==> src/rtl/tcce_pkg.sv <==
// tcce_pkg: shared codes, control word layout and microcode rom for the text cursor engine
`timescale 1ns / 1ps
`default_nettype none

package tcce_pkg;

  // fixed geometry of the glyph cells and the frame buffer
  localparam int GLYPH_WIDTH     = 8;
  localparam int BYTES_PER_PIXEL = 4;
  localparam int TAB_STOP        = 8;   // power of two, the column mask in the core relies on it
  localparam int MAX_RESULTS     = 8;

  // field widths
  localparam int COL_W    = 9;
  localparam int ROW_W    = 8;
  localparam int GH_W     = 6;
  localparam int COLOR_W  = 32;
  localparam int REGION_W = 25;
  localparam int CNT_W    = $clog2(MAX_RESULTS + 1);
  localparam int TAB_W    = $clog2(TAB_STOP);
  localparam int GHC_W    = GH_W + COL_W;                               // glyph_height*columns
  localparam int RB_W     = GHC_W + $clog2(GLYPH_WIDTH * BYTES_PER_PIXEL); // row bytes
  localparam int PROD_W   = RB_W + ROW_W + 1;
  localparam logic [PROD_W-1:0] REGION_CAP = PROD_W'(24'hFF_FFFF) + PROD_W'(1);

  // characters with a meaning of their own
  localparam logic [7:0] CHAR_LF    = 8'd10;
  localparam logic [7:0] CHAR_TAB   = 8'd9;
  localparam logic [7:0] CHAR_SPACE = 8'd32;

  // input opcodes
  localparam logic [2:0] OP_PUT     = 3'd0;
  localparam logic [2:0] OP_BACK    = 3'd1;
  localparam logic [2:0] OP_NEWLINE = 3'd2;
  localparam logic [2:0] OP_CLEAR   = 3'd3;
  localparam logic [2:0] OP_REFRESH = 3'd4;

  // output commands
  localparam logic [2:0] CMD_DRAW         = 3'd0;
  localparam logic [2:0] CMD_CLEAR_CELL   = 3'd1;
  localparam logic [2:0] CMD_SCROLL       = 3'd2;
  localparam logic [2:0] CMD_CLEAR_SCREEN = 3'd3;
  localparam logic [2:0] CMD_FLUSH        = 3'd4;

  // configuration register indexes
  localparam logic [2:0] REG_COLUMNS    = 3'd0;
  localparam logic [2:0] REG_ROWS       = 3'd1;
  localparam logic [2:0] REG_GLYPH_H    = 3'd2;
  localparam logic [2:0] REG_DEFAULT_FG = 3'd3;
  localparam logic [2:0] REG_BACKGROUND = 3'd4;
  localparam logic [2:0] REG_BOLD       = 3'd5;
  localparam logic [2:0] REG_RENDER     = 3'd6;

  // datapath action of one microstep
  typedef enum logic [3:0] {
    A_WAIT,
    A_NOP,
    A_WRAP,
    A_SCROLL_CHK,
    A_EMIT_DRAW,
    A_LINE_FEED,
    A_EMIT_SCROLL,
    A_BACKSPACE,
    A_EMIT_CLR_CELL,
    A_CLEAR,
    A_EMIT_CLS,
    A_ROW_BYTES,
    A_REGION_START,
    A_REGION_END,
    A_EMIT_FLUSH
  } action_t;

  // sequencing condition of one microstep
  typedef enum logic [2:0] {
    C_DISPATCH,   // wait for a transaction, then jump through the map
    C_NEXT,       // fall through
    C_ALWAYS,     // jump to target
    C_LAST,       // jump when the final glyph went out
    C_BS_ORIGIN,  // jump when the cursor sits at the origin
    C_NO_FLUSH    // jump when the flushed cursor equals the cursor
  } cond_t;

  localparam int UPC_W = 4;

  typedef struct packed {
    action_t          act;
    cond_t            cond;
    logic [UPC_W-1:0] target;
  } ctrl_word_t;

  // microprogram entry points
  localparam logic [UPC_W-1:0] UPC_IDLE    = 4'd0;
  localparam logic [UPC_W-1:0] UPC_PUT     = 4'd1;
  localparam logic [UPC_W-1:0] UPC_LF      = 4'd5;
  localparam logic [UPC_W-1:0] UPC_BACK    = 4'd8;
  localparam logic [UPC_W-1:0] UPC_CLEAR   = 4'd10;
  localparam logic [UPC_W-1:0] UPC_REFRESH = 4'd12;

  // control store
  function automatic ctrl_word_t ucode_rom(input logic [UPC_W-1:0] upc);
    ctrl_word_t cw;
    case (upc)
      4'd0:    cw = '{A_WAIT,          C_DISPATCH,  UPC_IDLE};
      4'd1:    cw = '{A_WRAP,          C_NEXT,      UPC_IDLE};
      4'd2:    cw = '{A_SCROLL_CHK,    C_NEXT,      UPC_IDLE};
      4'd3:    cw = '{A_EMIT_DRAW,     C_LAST,      UPC_IDLE};
      4'd4:    cw = '{A_NOP,           C_ALWAYS,    UPC_PUT};
      4'd5:    cw = '{A_LINE_FEED,     C_NEXT,      UPC_IDLE};
      4'd6:    cw = '{A_SCROLL_CHK,    C_NEXT,      UPC_IDLE};
      4'd7:    cw = '{A_EMIT_SCROLL,   C_ALWAYS,    UPC_IDLE};
      4'd8:    cw = '{A_BACKSPACE,     C_BS_ORIGIN, UPC_IDLE};
      4'd9:    cw = '{A_EMIT_CLR_CELL, C_ALWAYS,    UPC_IDLE};
      4'd10:   cw = '{A_CLEAR,         C_NEXT,      UPC_IDLE};
      4'd11:   cw = '{A_EMIT_CLS,      C_ALWAYS,    UPC_IDLE};
      4'd12:   cw = '{A_ROW_BYTES,     C_NO_FLUSH,  UPC_IDLE};
      4'd13:   cw = '{A_REGION_START,  C_NEXT,      UPC_IDLE};
      4'd14:   cw = '{A_REGION_END,    C_NEXT,      UPC_IDLE};
      4'd15:   cw = '{A_EMIT_FLUSH,    C_ALWAYS,    UPC_IDLE};
      default: cw = '{A_NOP,           C_ALWAYS,    UPC_IDLE};
    endcase
    return cw;
  endfunction

  // dispatch map from the accepted operation to its routine
  function automatic logic [UPC_W-1:0] ucode_map(input logic [2:0] op, input logic [7:0] ch);
    logic [UPC_W-1:0] entry;
    case (op)
      OP_PUT:     entry = (ch == CHAR_LF) ? UPC_LF : UPC_PUT;
      OP_BACK:    entry = UPC_BACK;
      OP_NEWLINE: entry = UPC_LF;
      OP_CLEAR:   entry = UPC_CLEAR;
      OP_REFRESH: entry = UPC_REFRESH;
      default:    entry = UPC_IDLE;   // unused opcodes do nothing
    endcase
    return entry;
  endfunction

endpackage

`default_nettype wire

==> src/rtl/text_console_cursor_engine_core.sv <==
// text_console_cursor_engine_core: microcoded text cursor engine, top level
//
// Takes one console operation per input transaction (put character, backspace,
// newline, clear, refresh) and issues cell draw, cell clear, scroll, clear-screen
// and flush-region commands on the output channel, the last one of each operation
// flagged. A 16-step microprogram in a read-only control store steps a small
// datapath, one step per clock, and the next transaction is taken only when the
// program is back at its wait step. A tab of n spaces runs the character routine
// n times; a backspace at the origin or a refresh with nothing new issues no
// command, and an unused opcode does nothing. Each command step waits while
// the output register holds a command not yet taken. Refresh runs its row-byte
// products through one 6x9 and one shared 9x20 multiplier over three steps.
// Configuration writes take effect at the clock edge of the write and belong to
// idle periods.
`timescale 1ns / 1ps
`default_nettype none

module text_console_cursor_engine_core (
  input  wire logic        clk,
  input  wire logic        rst,
  // configuration write port
  input  wire logic        cfg_we,
  input  wire logic [2:0]  cfg_index,
  input  wire logic [31:0] cfg_data,
  // input channel
  input  wire logic        in_valid,
  output logic             in_ready,
  input  wire logic [2:0]  opcode,
  input  wire logic [7:0]  char_code,
  input  wire logic [31:0] draw_color,
  // output channel
  output logic             out_valid,
  input  wire logic        out_ready,
  output logic [2:0]       command,
  output logic [7:0]       cell_col,
  output logic [6:0]       cell_row,
  output logic [7:0]       glyph_code,
  output logic [31:0]      fg_out,
  output logic [31:0]      bg_out,
  output logic             bold_out,
  output logic             scroll_before,
  output logic [24:0]      region_start,
  output logic [24:0]      region_end,
  output logic             last
);

  // configuration registers
  logic [tcce_pkg::COL_W-1:0]   text_columns;
  logic [tcce_pkg::ROW_W-1:0]   text_rows;
  logic [tcce_pkg::GH_W-1:0]    glyph_height;
  logic [tcce_pkg::COLOR_W-1:0] default_fg;
  logic [tcce_pkg::COLOR_W-1:0] background;
  logic                         bold_font;
  logic                         render_on;

  // cursor state
  logic [tcce_pkg::COL_W-1:0] cursor_col;
  logic [tcce_pkg::ROW_W-1:0] cursor_row;
  logic [tcce_pkg::COL_W-1:0] flushed_col;
  logic [tcce_pkg::ROW_W-1:0] flushed_row;

  // per-transaction working registers
  logic [7:0]                      char_q;
  logic [tcce_pkg::COLOR_W-1:0]    fg_q;
  logic [tcce_pkg::CNT_W-1:0]      cnt_q;
  logic                            scr_q;
  logic [tcce_pkg::RB_W-1:0]       rb_q;
  logic [tcce_pkg::REGION_W-1:0]   rs_q;
  logic [tcce_pkg::REGION_W-1:0]   re_q;

  // sequencer
  logic [tcce_pkg::UPC_W-1:0] upc;
  logic [tcce_pkg::UPC_W-1:0] upc_next;
  tcce_pkg::ctrl_word_t       cw;

  logic in_accept;
  logic emit_req;
  logic emit_go;
  logic out_load;
  logic stall;
  logic is_last;

  logic [tcce_pkg::GHC_W-1:0]  ghc_prod;
  logic [tcce_pkg::ROW_W:0]    mul_a;
  logic [tcce_pkg::PROD_W-1:0] mul_prod;
  logic [tcce_pkg::REGION_W-1:0] mul_sat;
  logic [tcce_pkg::CNT_W-1:0]  tab_count;

  // next output command
  logic [2:0]                    cmd_d;
  logic [7:0]                    col_d;
  logic [6:0]                    row_d;
  logic [7:0]                    glyph_d;
  logic [31:0]                   fg_d;
  logic [31:0]                   bg_d;
  logic                          bold_d;
  logic                          scr_d;
  logic [24:0]                   rs_d;
  logic [24:0]                   re_d;

  assign cw        = tcce_pkg::ucode_rom(upc);
  assign in_ready  = (cw.act == tcce_pkg::A_WAIT);
  assign in_accept = in_valid && in_ready;
  assign is_last   = (cnt_q == tcce_pkg::CNT_W'(1));

  // spaces up to the next tab stop, never above the result limit
  assign tab_count = tcce_pkg::CNT_W'(tcce_pkg::TAB_STOP)
                   - tcce_pkg::CNT_W'(cursor_col[tcce_pkg::TAB_W-1:0]);

  // command steps and their handshake with the output register
  always_comb begin
    case (cw.act)
      tcce_pkg::A_EMIT_DRAW,
      tcce_pkg::A_EMIT_CLR_CELL,
      tcce_pkg::A_EMIT_CLS,
      tcce_pkg::A_EMIT_FLUSH:  emit_req = 1'b1;
      tcce_pkg::A_EMIT_SCROLL: emit_req = scr_q;
      default:                 emit_req = 1'b0;
    endcase
  end

  assign emit_go  = !render_on || !out_valid || out_ready;
  assign stall    = emit_req && !emit_go;
  assign out_load = emit_req && render_on && emit_go;

  // shared region multiplier with saturation
  always_comb begin
    if (cw.act == tcce_pkg::A_REGION_END) begin
      mul_a = {1'b0, cursor_row} + (tcce_pkg::ROW_W + 1)'(1);
    end else begin
      mul_a = {1'b0, flushed_row};
    end
    mul_prod = tcce_pkg::PROD_W'(mul_a) * tcce_pkg::PROD_W'(rb_q);
    if (mul_prod > tcce_pkg::REGION_CAP) begin
      mul_sat = tcce_pkg::REGION_CAP[tcce_pkg::REGION_W-1:0];
    end else begin
      mul_sat = mul_prod[tcce_pkg::REGION_W-1:0];
    end
  end

  assign ghc_prod = tcce_pkg::GHC_W'(glyph_height) * tcce_pkg::GHC_W'(text_columns);

  // microprogram sequencing
  always_comb begin
    upc_next = upc + tcce_pkg::UPC_W'(1);
    case (cw.cond)
      tcce_pkg::C_DISPATCH:  upc_next = in_accept ? tcce_pkg::ucode_map(opcode, char_code) : upc;
      tcce_pkg::C_NEXT:      upc_next = upc + tcce_pkg::UPC_W'(1);
      tcce_pkg::C_ALWAYS:    upc_next = cw.target;
      tcce_pkg::C_LAST:      if (is_last) upc_next = cw.target;
      tcce_pkg::C_BS_ORIGIN: if (cursor_col == '0 && cursor_row == '0) upc_next = cw.target;
      tcce_pkg::C_NO_FLUSH: begin
        if (flushed_col == cursor_col && flushed_row == cursor_row) upc_next = cw.target;
      end
      default:               upc_next = tcce_pkg::UPC_IDLE;
    endcase
    if (stall) upc_next = upc;
  end

  always_ff @(posedge clk) begin
    if (rst) begin
      upc <= tcce_pkg::UPC_IDLE;
    end else begin
      upc <= upc_next;
    end
  end

  // configuration write port
  always_ff @(posedge clk) begin
    if (rst) begin
      text_columns <= 9'd128;
      text_rows    <= 8'd48;
      glyph_height <= 6'd16;
      default_fg   <= 32'h00FF_FFFF;
      background   <= 32'h0;
      bold_font    <= 1'b0;
      render_on    <= 1'b1;
    end else if (cfg_we) begin
      case (cfg_index)
        tcce_pkg::REG_COLUMNS:    text_columns <= cfg_data[tcce_pkg::COL_W-1:0];
        tcce_pkg::REG_ROWS:       text_rows    <= cfg_data[tcce_pkg::ROW_W-1:0];
        tcce_pkg::REG_GLYPH_H:    glyph_height <= cfg_data[tcce_pkg::GH_W-1:0];
        tcce_pkg::REG_DEFAULT_FG: default_fg   <= cfg_data;
        tcce_pkg::REG_BACKGROUND: background   <= cfg_data;
        tcce_pkg::REG_BOLD:       bold_font    <= cfg_data[0];
        tcce_pkg::REG_RENDER:     render_on    <= cfg_data[0];
        default: ;
      endcase
    end
  end

  // cursor datapath, driven by the current action
  always_ff @(posedge clk) begin
    if (rst) begin
      cursor_col  <= '0;
      cursor_row  <= '0;
      flushed_col <= '0;
      flushed_row <= '0;
    end else begin
      case (cw.act)
        tcce_pkg::A_WRAP: begin
          if (cursor_col >= text_columns) begin
            cursor_col <= '0;
            cursor_row <= cursor_row + tcce_pkg::ROW_W'(1);
          end
        end
        tcce_pkg::A_SCROLL_CHK: begin
          if (cursor_row >= text_rows) begin
            flushed_col <= '0;
            flushed_row <= '0;
            cursor_col  <= '0;
            cursor_row  <= cursor_row - tcce_pkg::ROW_W'(1);
          end
        end
        tcce_pkg::A_EMIT_DRAW: begin
          if (!stall) cursor_col <= cursor_col + tcce_pkg::COL_W'(1);
        end
        tcce_pkg::A_LINE_FEED: begin
          cursor_col <= '0;
          cursor_row <= cursor_row + tcce_pkg::ROW_W'(1);
        end
        tcce_pkg::A_BACKSPACE: begin
          if (cursor_col != '0) begin
            cursor_col <= cursor_col - tcce_pkg::COL_W'(1);
          end else if (cursor_row != '0) begin
            cursor_row <= cursor_row - tcce_pkg::ROW_W'(1);
            cursor_col <= text_columns - tcce_pkg::COL_W'(1);
          end
        end
        tcce_pkg::A_CLEAR: begin
          cursor_col  <= '0;
          cursor_row  <= '0;
          flushed_col <= '0;
          flushed_row <= '0;
        end
        tcce_pkg::A_EMIT_FLUSH: begin
          if (!stall) begin
            flushed_col <= cursor_col;
            flushed_row <= cursor_row;
          end
        end
        default: ;
      endcase
    end
  end

  // working registers of the current transaction
  always_ff @(posedge clk) begin
    if (in_accept) begin
      char_q <= (char_code == tcce_pkg::CHAR_TAB) ? tcce_pkg::CHAR_SPACE : char_code;
      fg_q   <= (draw_color != '0) ? draw_color : default_fg;
      if (opcode == tcce_pkg::OP_PUT && char_code == tcce_pkg::CHAR_TAB) begin
        cnt_q <= tab_count;
      end else begin
        cnt_q <= tcce_pkg::CNT_W'(1);
      end
    end else if (cw.act == tcce_pkg::A_EMIT_DRAW && !stall) begin
      cnt_q <= cnt_q - tcce_pkg::CNT_W'(1);
    end
    if (cw.act == tcce_pkg::A_SCROLL_CHK) scr_q <= (cursor_row >= text_rows);
    if (cw.act == tcce_pkg::A_ROW_BYTES) begin
      rb_q <= tcce_pkg::RB_W'(ghc_prod)
            * tcce_pkg::RB_W'(tcce_pkg::GLYPH_WIDTH * tcce_pkg::BYTES_PER_PIXEL);
    end
    if (cw.act == tcce_pkg::A_REGION_START) rs_q <= mul_sat;
    if (cw.act == tcce_pkg::A_REGION_END)   re_q <= mul_sat;
  end

  // command contents for each command step
  always_comb begin
    cmd_d   = tcce_pkg::CMD_DRAW;
    col_d   = '0;
    row_d   = '0;
    glyph_d = '0;
    fg_d    = '0;
    bg_d    = '0;
    bold_d  = 1'b0;
    scr_d   = 1'b0;
    rs_d    = '0;
    re_d    = '0;
    case (cw.act)
      tcce_pkg::A_EMIT_DRAW: begin
        cmd_d   = tcce_pkg::CMD_DRAW;
        col_d   = cursor_col[7:0];
        row_d   = cursor_row[6:0];
        glyph_d = char_q;
        fg_d    = fg_q;
        bg_d    = background;
        bold_d  = bold_font;
        scr_d   = scr_q;
      end
      tcce_pkg::A_EMIT_SCROLL:   cmd_d = tcce_pkg::CMD_SCROLL;
      tcce_pkg::A_EMIT_CLR_CELL: begin
        cmd_d = tcce_pkg::CMD_CLEAR_CELL;
        col_d = cursor_col[7:0];
        row_d = cursor_row[6:0];
        bg_d  = background;
      end
      tcce_pkg::A_EMIT_CLS:      cmd_d = tcce_pkg::CMD_CLEAR_SCREEN;
      tcce_pkg::A_EMIT_FLUSH: begin
        cmd_d = tcce_pkg::CMD_FLUSH;
        rs_d  = rs_q;
        re_d  = re_q;
      end
      default: ;
    endcase
  end

  // output register
  always_ff @(posedge clk) begin
    if (rst) begin
      out_valid <= 1'b0;
    end else if (out_load) begin
      out_valid <= 1'b1;
    end else if (out_ready) begin
      out_valid <= 1'b0;
    end
  end

  always_ff @(posedge clk) begin
    if (out_load) begin
      command       <= cmd_d;
      cell_col      <= col_d;
      cell_row      <= row_d;
      glyph_code    <= glyph_d;
      fg_out        <= fg_d;
      bg_out        <= bg_d;
      bold_out      <= bold_d;
      scroll_before <= scr_d;
      region_start  <= rs_d;
      region_end    <= re_d;
      last          <= (cw.act == tcce_pkg::A_EMIT_DRAW) ? is_last : 1'b1;
    end
  end

endmodule

`default_nettype wire

==> config.mk <==
export PLATFORM = sky130hd
export DESIGN_NAME = text_console_cursor_engine_core
export DESIGN_NICKNAME = d
export VERILOG_FILES = /design/src/rtl/tcce_pkg.sv /design/src/rtl/text_console_cursor_engine_core.sv
export SDC_FILE = /design/constraint.sdc
export NUM_CORES = 1
export LEC_CHECK = 0
export CAP_MARGIN = 10
export CORE_MARGIN = 3
export CORE_UTILIZATION = 55
export CTS_CLUSTER_SIZE = 28
export DETAILED_ROUTE_END_ITERATION = 16
export DONT_BUFFER_PORTS = 1
export PLACE_DENSITY = 0.72
export SYNTH_ARGS = -nofsm -noshare
export SYNTH_HDL_FRONTEND = slang
export SYNTH_SLANG_ARGS = --single-unit
==> constraint.sdc <==
create_clock -name clk -period 9.4 [get_ports clk]
set_input_delay 0.47 -clock clk [delete_from_list [all_inputs] [get_ports clk]]
set_output_delay 0.47 -clock clk [all_outputs]
set_load 0.1 [all_outputs]
==> out/qor.txt <==
largest area contributor in the netlist: edfxtp_1
Die X: 204.6 µm
status: complete, no violations
Slew Limit Fails: 0
reg2reg setup slack: 1560 ps
slew at the pin closest to its max-slew limit: 1177 ps
Final WS setup: 1559 ps
hold path endpoint: default_fg[17]
Boundary Pins: 228
Cell Rows: 72
Design Power: 0.004990 W
crit-path max FO: 22
vias in the first global route: 14730
DRT antenna net count: 0
TritonCTS clock tree: built
most common cell in the synthesized netlist: nand2_1
core area: 38830 µm²
Clk pin slew, worst setup/hold paths: 60 ps
Post-CTS Setup Bufs: 0
Top Usage Layer GRT: met2
post-synthesis simple-gate area fraction: 19.67%
Final setup viols: 0
Max rail drop VDD: 0.1936 mV
post-route minimum period: 7841 ps
Slew Limit Headroom: 21.39%
Leak: 10.27 nW
Synth cell types: 85
CTS H-tree lvls: 2
post-synthesis mux area share: 1.822%
fmax: 127.5 MHz
share of cells above drive strength 1: 6.081%
top cell type's share of synthesized area: 32.24%
Critical Path End Type: register
Initial DRT Pass Iterations: 5
hold_ws: 20.45 ps
ys flop type: edfxtp_1
Synth Area in Compound Gates: 8.296%
Total Neg Setup Slack: 0 ps
Worst path max stage delay: 710 ps
WL final: 51860 µm
power per cell area: 212.0 nW/µm²
DRC: 0
DR vias/cell: 5.663
hold crit path type: in2reg
Reg2Reg Depth: 23
worst clock skew: 22.66 ps
Mapped Area: 21700 µm²
max-cap violation count: 0
RSZ-0062 raised after global routing: false
fin crit share: 83.42%
DR WL/cell: 19.76 µm
largest family of logic cells by synthesized area: simple AND/OR/NAND/NOR gates
GRT met3 Usage: 5.037%
Post-synth EDFFs: 233
fraction of registers with async set/reset: 0%
Seq cells post-synth: 369
initial DRC count: 1034
Final Hold Fails: 0
root buf cell: clkbuf_16
Worst Path Required: 9780 ps
Syn Inst Count: 2101
port buffer count: 0
critical path class: reg2reg
GRT overflow: 0
Synthesis Warnings: 0
first-pass GRT wire length: 81620 µm
GR Util met2: 41.16%
Die H: 204.6 µm
die area: 41880 µm²
CTS max path bufs: 3
CP max stage cell: nor2_1
ranking of synthesized cells by area: edfxtp_1, dfxtp_1, fa_1
# clock sinks: 369
aggregate global-route resource usage: 24.73%
Placer Congestion: 0.8796
reg-to-reg startpoint: cw[9]
number of buffers created by CTS: 40
FF-to-FF End: rs_q[12]
most frequent cells after synthesis: nand2_1, edfxtp_1, inv_1
CP top delay family: simple AND/OR/NAND/NOR gates
Seq/Total Area, Yosys: 44.79%
Mean Syn Cell Area: 10.33 µm²
met1 Track Usage GR: 32.79%
antenna violations before repair: 3
CP cell instances: nand4b_1 -> inv_1 -> buf_4 -> nand3_1 -> nor2_1 -> nand2_1 -> fa_1 -> fa_1 -> inv_1 -> fa_1 -> inv_1 -> fa_1 -> inv_1 -> ha_1 -> o211a_1 -> nor2b_1 -> a21oi_1 -> a21oi_1 -> a311o_1 -> xnor2_1 -> nor3_2 -> nand2_1 -> nor2_1
Clk Latency, worst-skew pair: 570 ps
final net count: 2379
CP arrival: 8220 ps
CP bufs+invs: 5
via count: 14860
Post-Synth Adder-Cell Area: 17.08%
Initial Util: 55.89%
worst hold start: cfg_data[17]
Synth Area in XOR/XNOR: 2.496%
layout overhead on the synthesized area: 8.469%
Setup crit start kind: register
fin util: 60.63%
largest net degree at the start of global routing: 76
pre-CTS setup slack: 1600 ps
hold path depth: 2
dpl hpwl: 37060 µm
power by group:
part | leakage, nW | switching, W | internal [W]
registers | 3.46 | 0.000603 | 0.00196
logic | 6.18 | 0.000595 | 0.000268
clock network | 0.627 | 0.000660 | 0.000905
total | 10.3 | 0.00186 | 0.00313
routing by layer:
metal	routed length, µm	vias up
met5	38	-
met3	3357	113
li1	-	6956
met2	25090	539
met4	1685	4
met1	21690	7247
cell usage in the layout, fill, tap and decap left out, types with 5 or more instances in the layout:
cell	instances
nand2_1	280
edfxtp_1	233
inv_1	196
and2_1	184
dfxtp_1	136
fa_1	122
a21oi_1	110
ha_1	101
nor2_1	97
and3_1	56
a21o_1	47
clkbuf_16	40
nor2b_1	36
mux2i_1	35
xor2_1	32
o21ai_0	29
xnor2_1	28
nor3_1	27
nand3_1	26
nand3b_1	26
buf_4	26
nand2b_1	25
nor4_1	18
conb_1	10
clkbuf_1	10
a211oi_1	9
o21a_1	8
or3_1	8
dlygate4sd3_1	7
o21ai_1	6
a211o_1	6
nand4_1	5
clkinv_1	5
nor2_2	5
o32ai_1	5
clkinvlp_4	5
clkinv_2	5
metrics by stage:
stage / instances / instance area (µm²)
CTS: 2622 / 23530
global placement: 2539 / 22090
finish: 2624 / 23540
floorplan: 2110 / 21740
global route: 2623 / 23540
detailed placement: 2539 / 22090
cell type report:
| cell class | instances | area [µm²] |
|---|---|---|
| Antenna cell | 1 | 2.502 |
| Clock buffer | 53 | 1080 |
| Clock inverter | 21 | 242.7 |
| Fill cell | 3198 | 15290 |
| Inverter | 197 | 739.5 |
| Multi-Input combinational cell | 1429 | 10780 |
| Sequential cell | 369 | 9719 |
| Tap cell | 518 | 648.1 |
| Timing Repair Buffer | 36 | 324.1 |
repair_timing:
item,4_1_cts,5_1_grt
endpoints found under the hold margin,76,0
hold buffers,9,0
gates resized for setup,0,0
sequential cells by signal, indices dropped and copies added, names as in the netlist, 4 cells and up:
register      cells
glyph_code        8
cell_col          8
char_q            8
rs_q             20
upc               4
flushed_col       9
region_start     20
cursor_row        8
text_rows         8
default_fg       32
background       32
re_q             20
region_end       20
bg_out           32
cursor_col        9
cw                8
rb_q             15
fg_q             32
flushed_row       8
text_columns      9
cnt_q             4
fg_out           32
glyph_height      6
cell_row          7
worst max-delay path by stage:
stage / endpoint / cells after the start / startpoint
CTS: rs_q[18] / 23 / cw[9]
detailed placement: re_q[18] / 23 / cw[9]
global placement: re_q[20] / 23 / cw[8]
global route: rs_q[18] / 23 / cw[9]
floorplan: bg_out[0] / 5 / cw[10]
finish: rs_q[12] / 23 / cw[9]
kinds of logic (layout without fill, tap and decap cells):
logic type                 count (synthesis)  after routing
AOI/OAI and AO/OA                        272            272
xor gates and xnor gates                  61             61
adders and majority gates                223            223
buffers and inverters                    312            307
DFF                                      369            369
muxes                                     39             39
other                                      1             11
and+or+nand+nor                          824            824
Power figures use the tool's default switching activity.
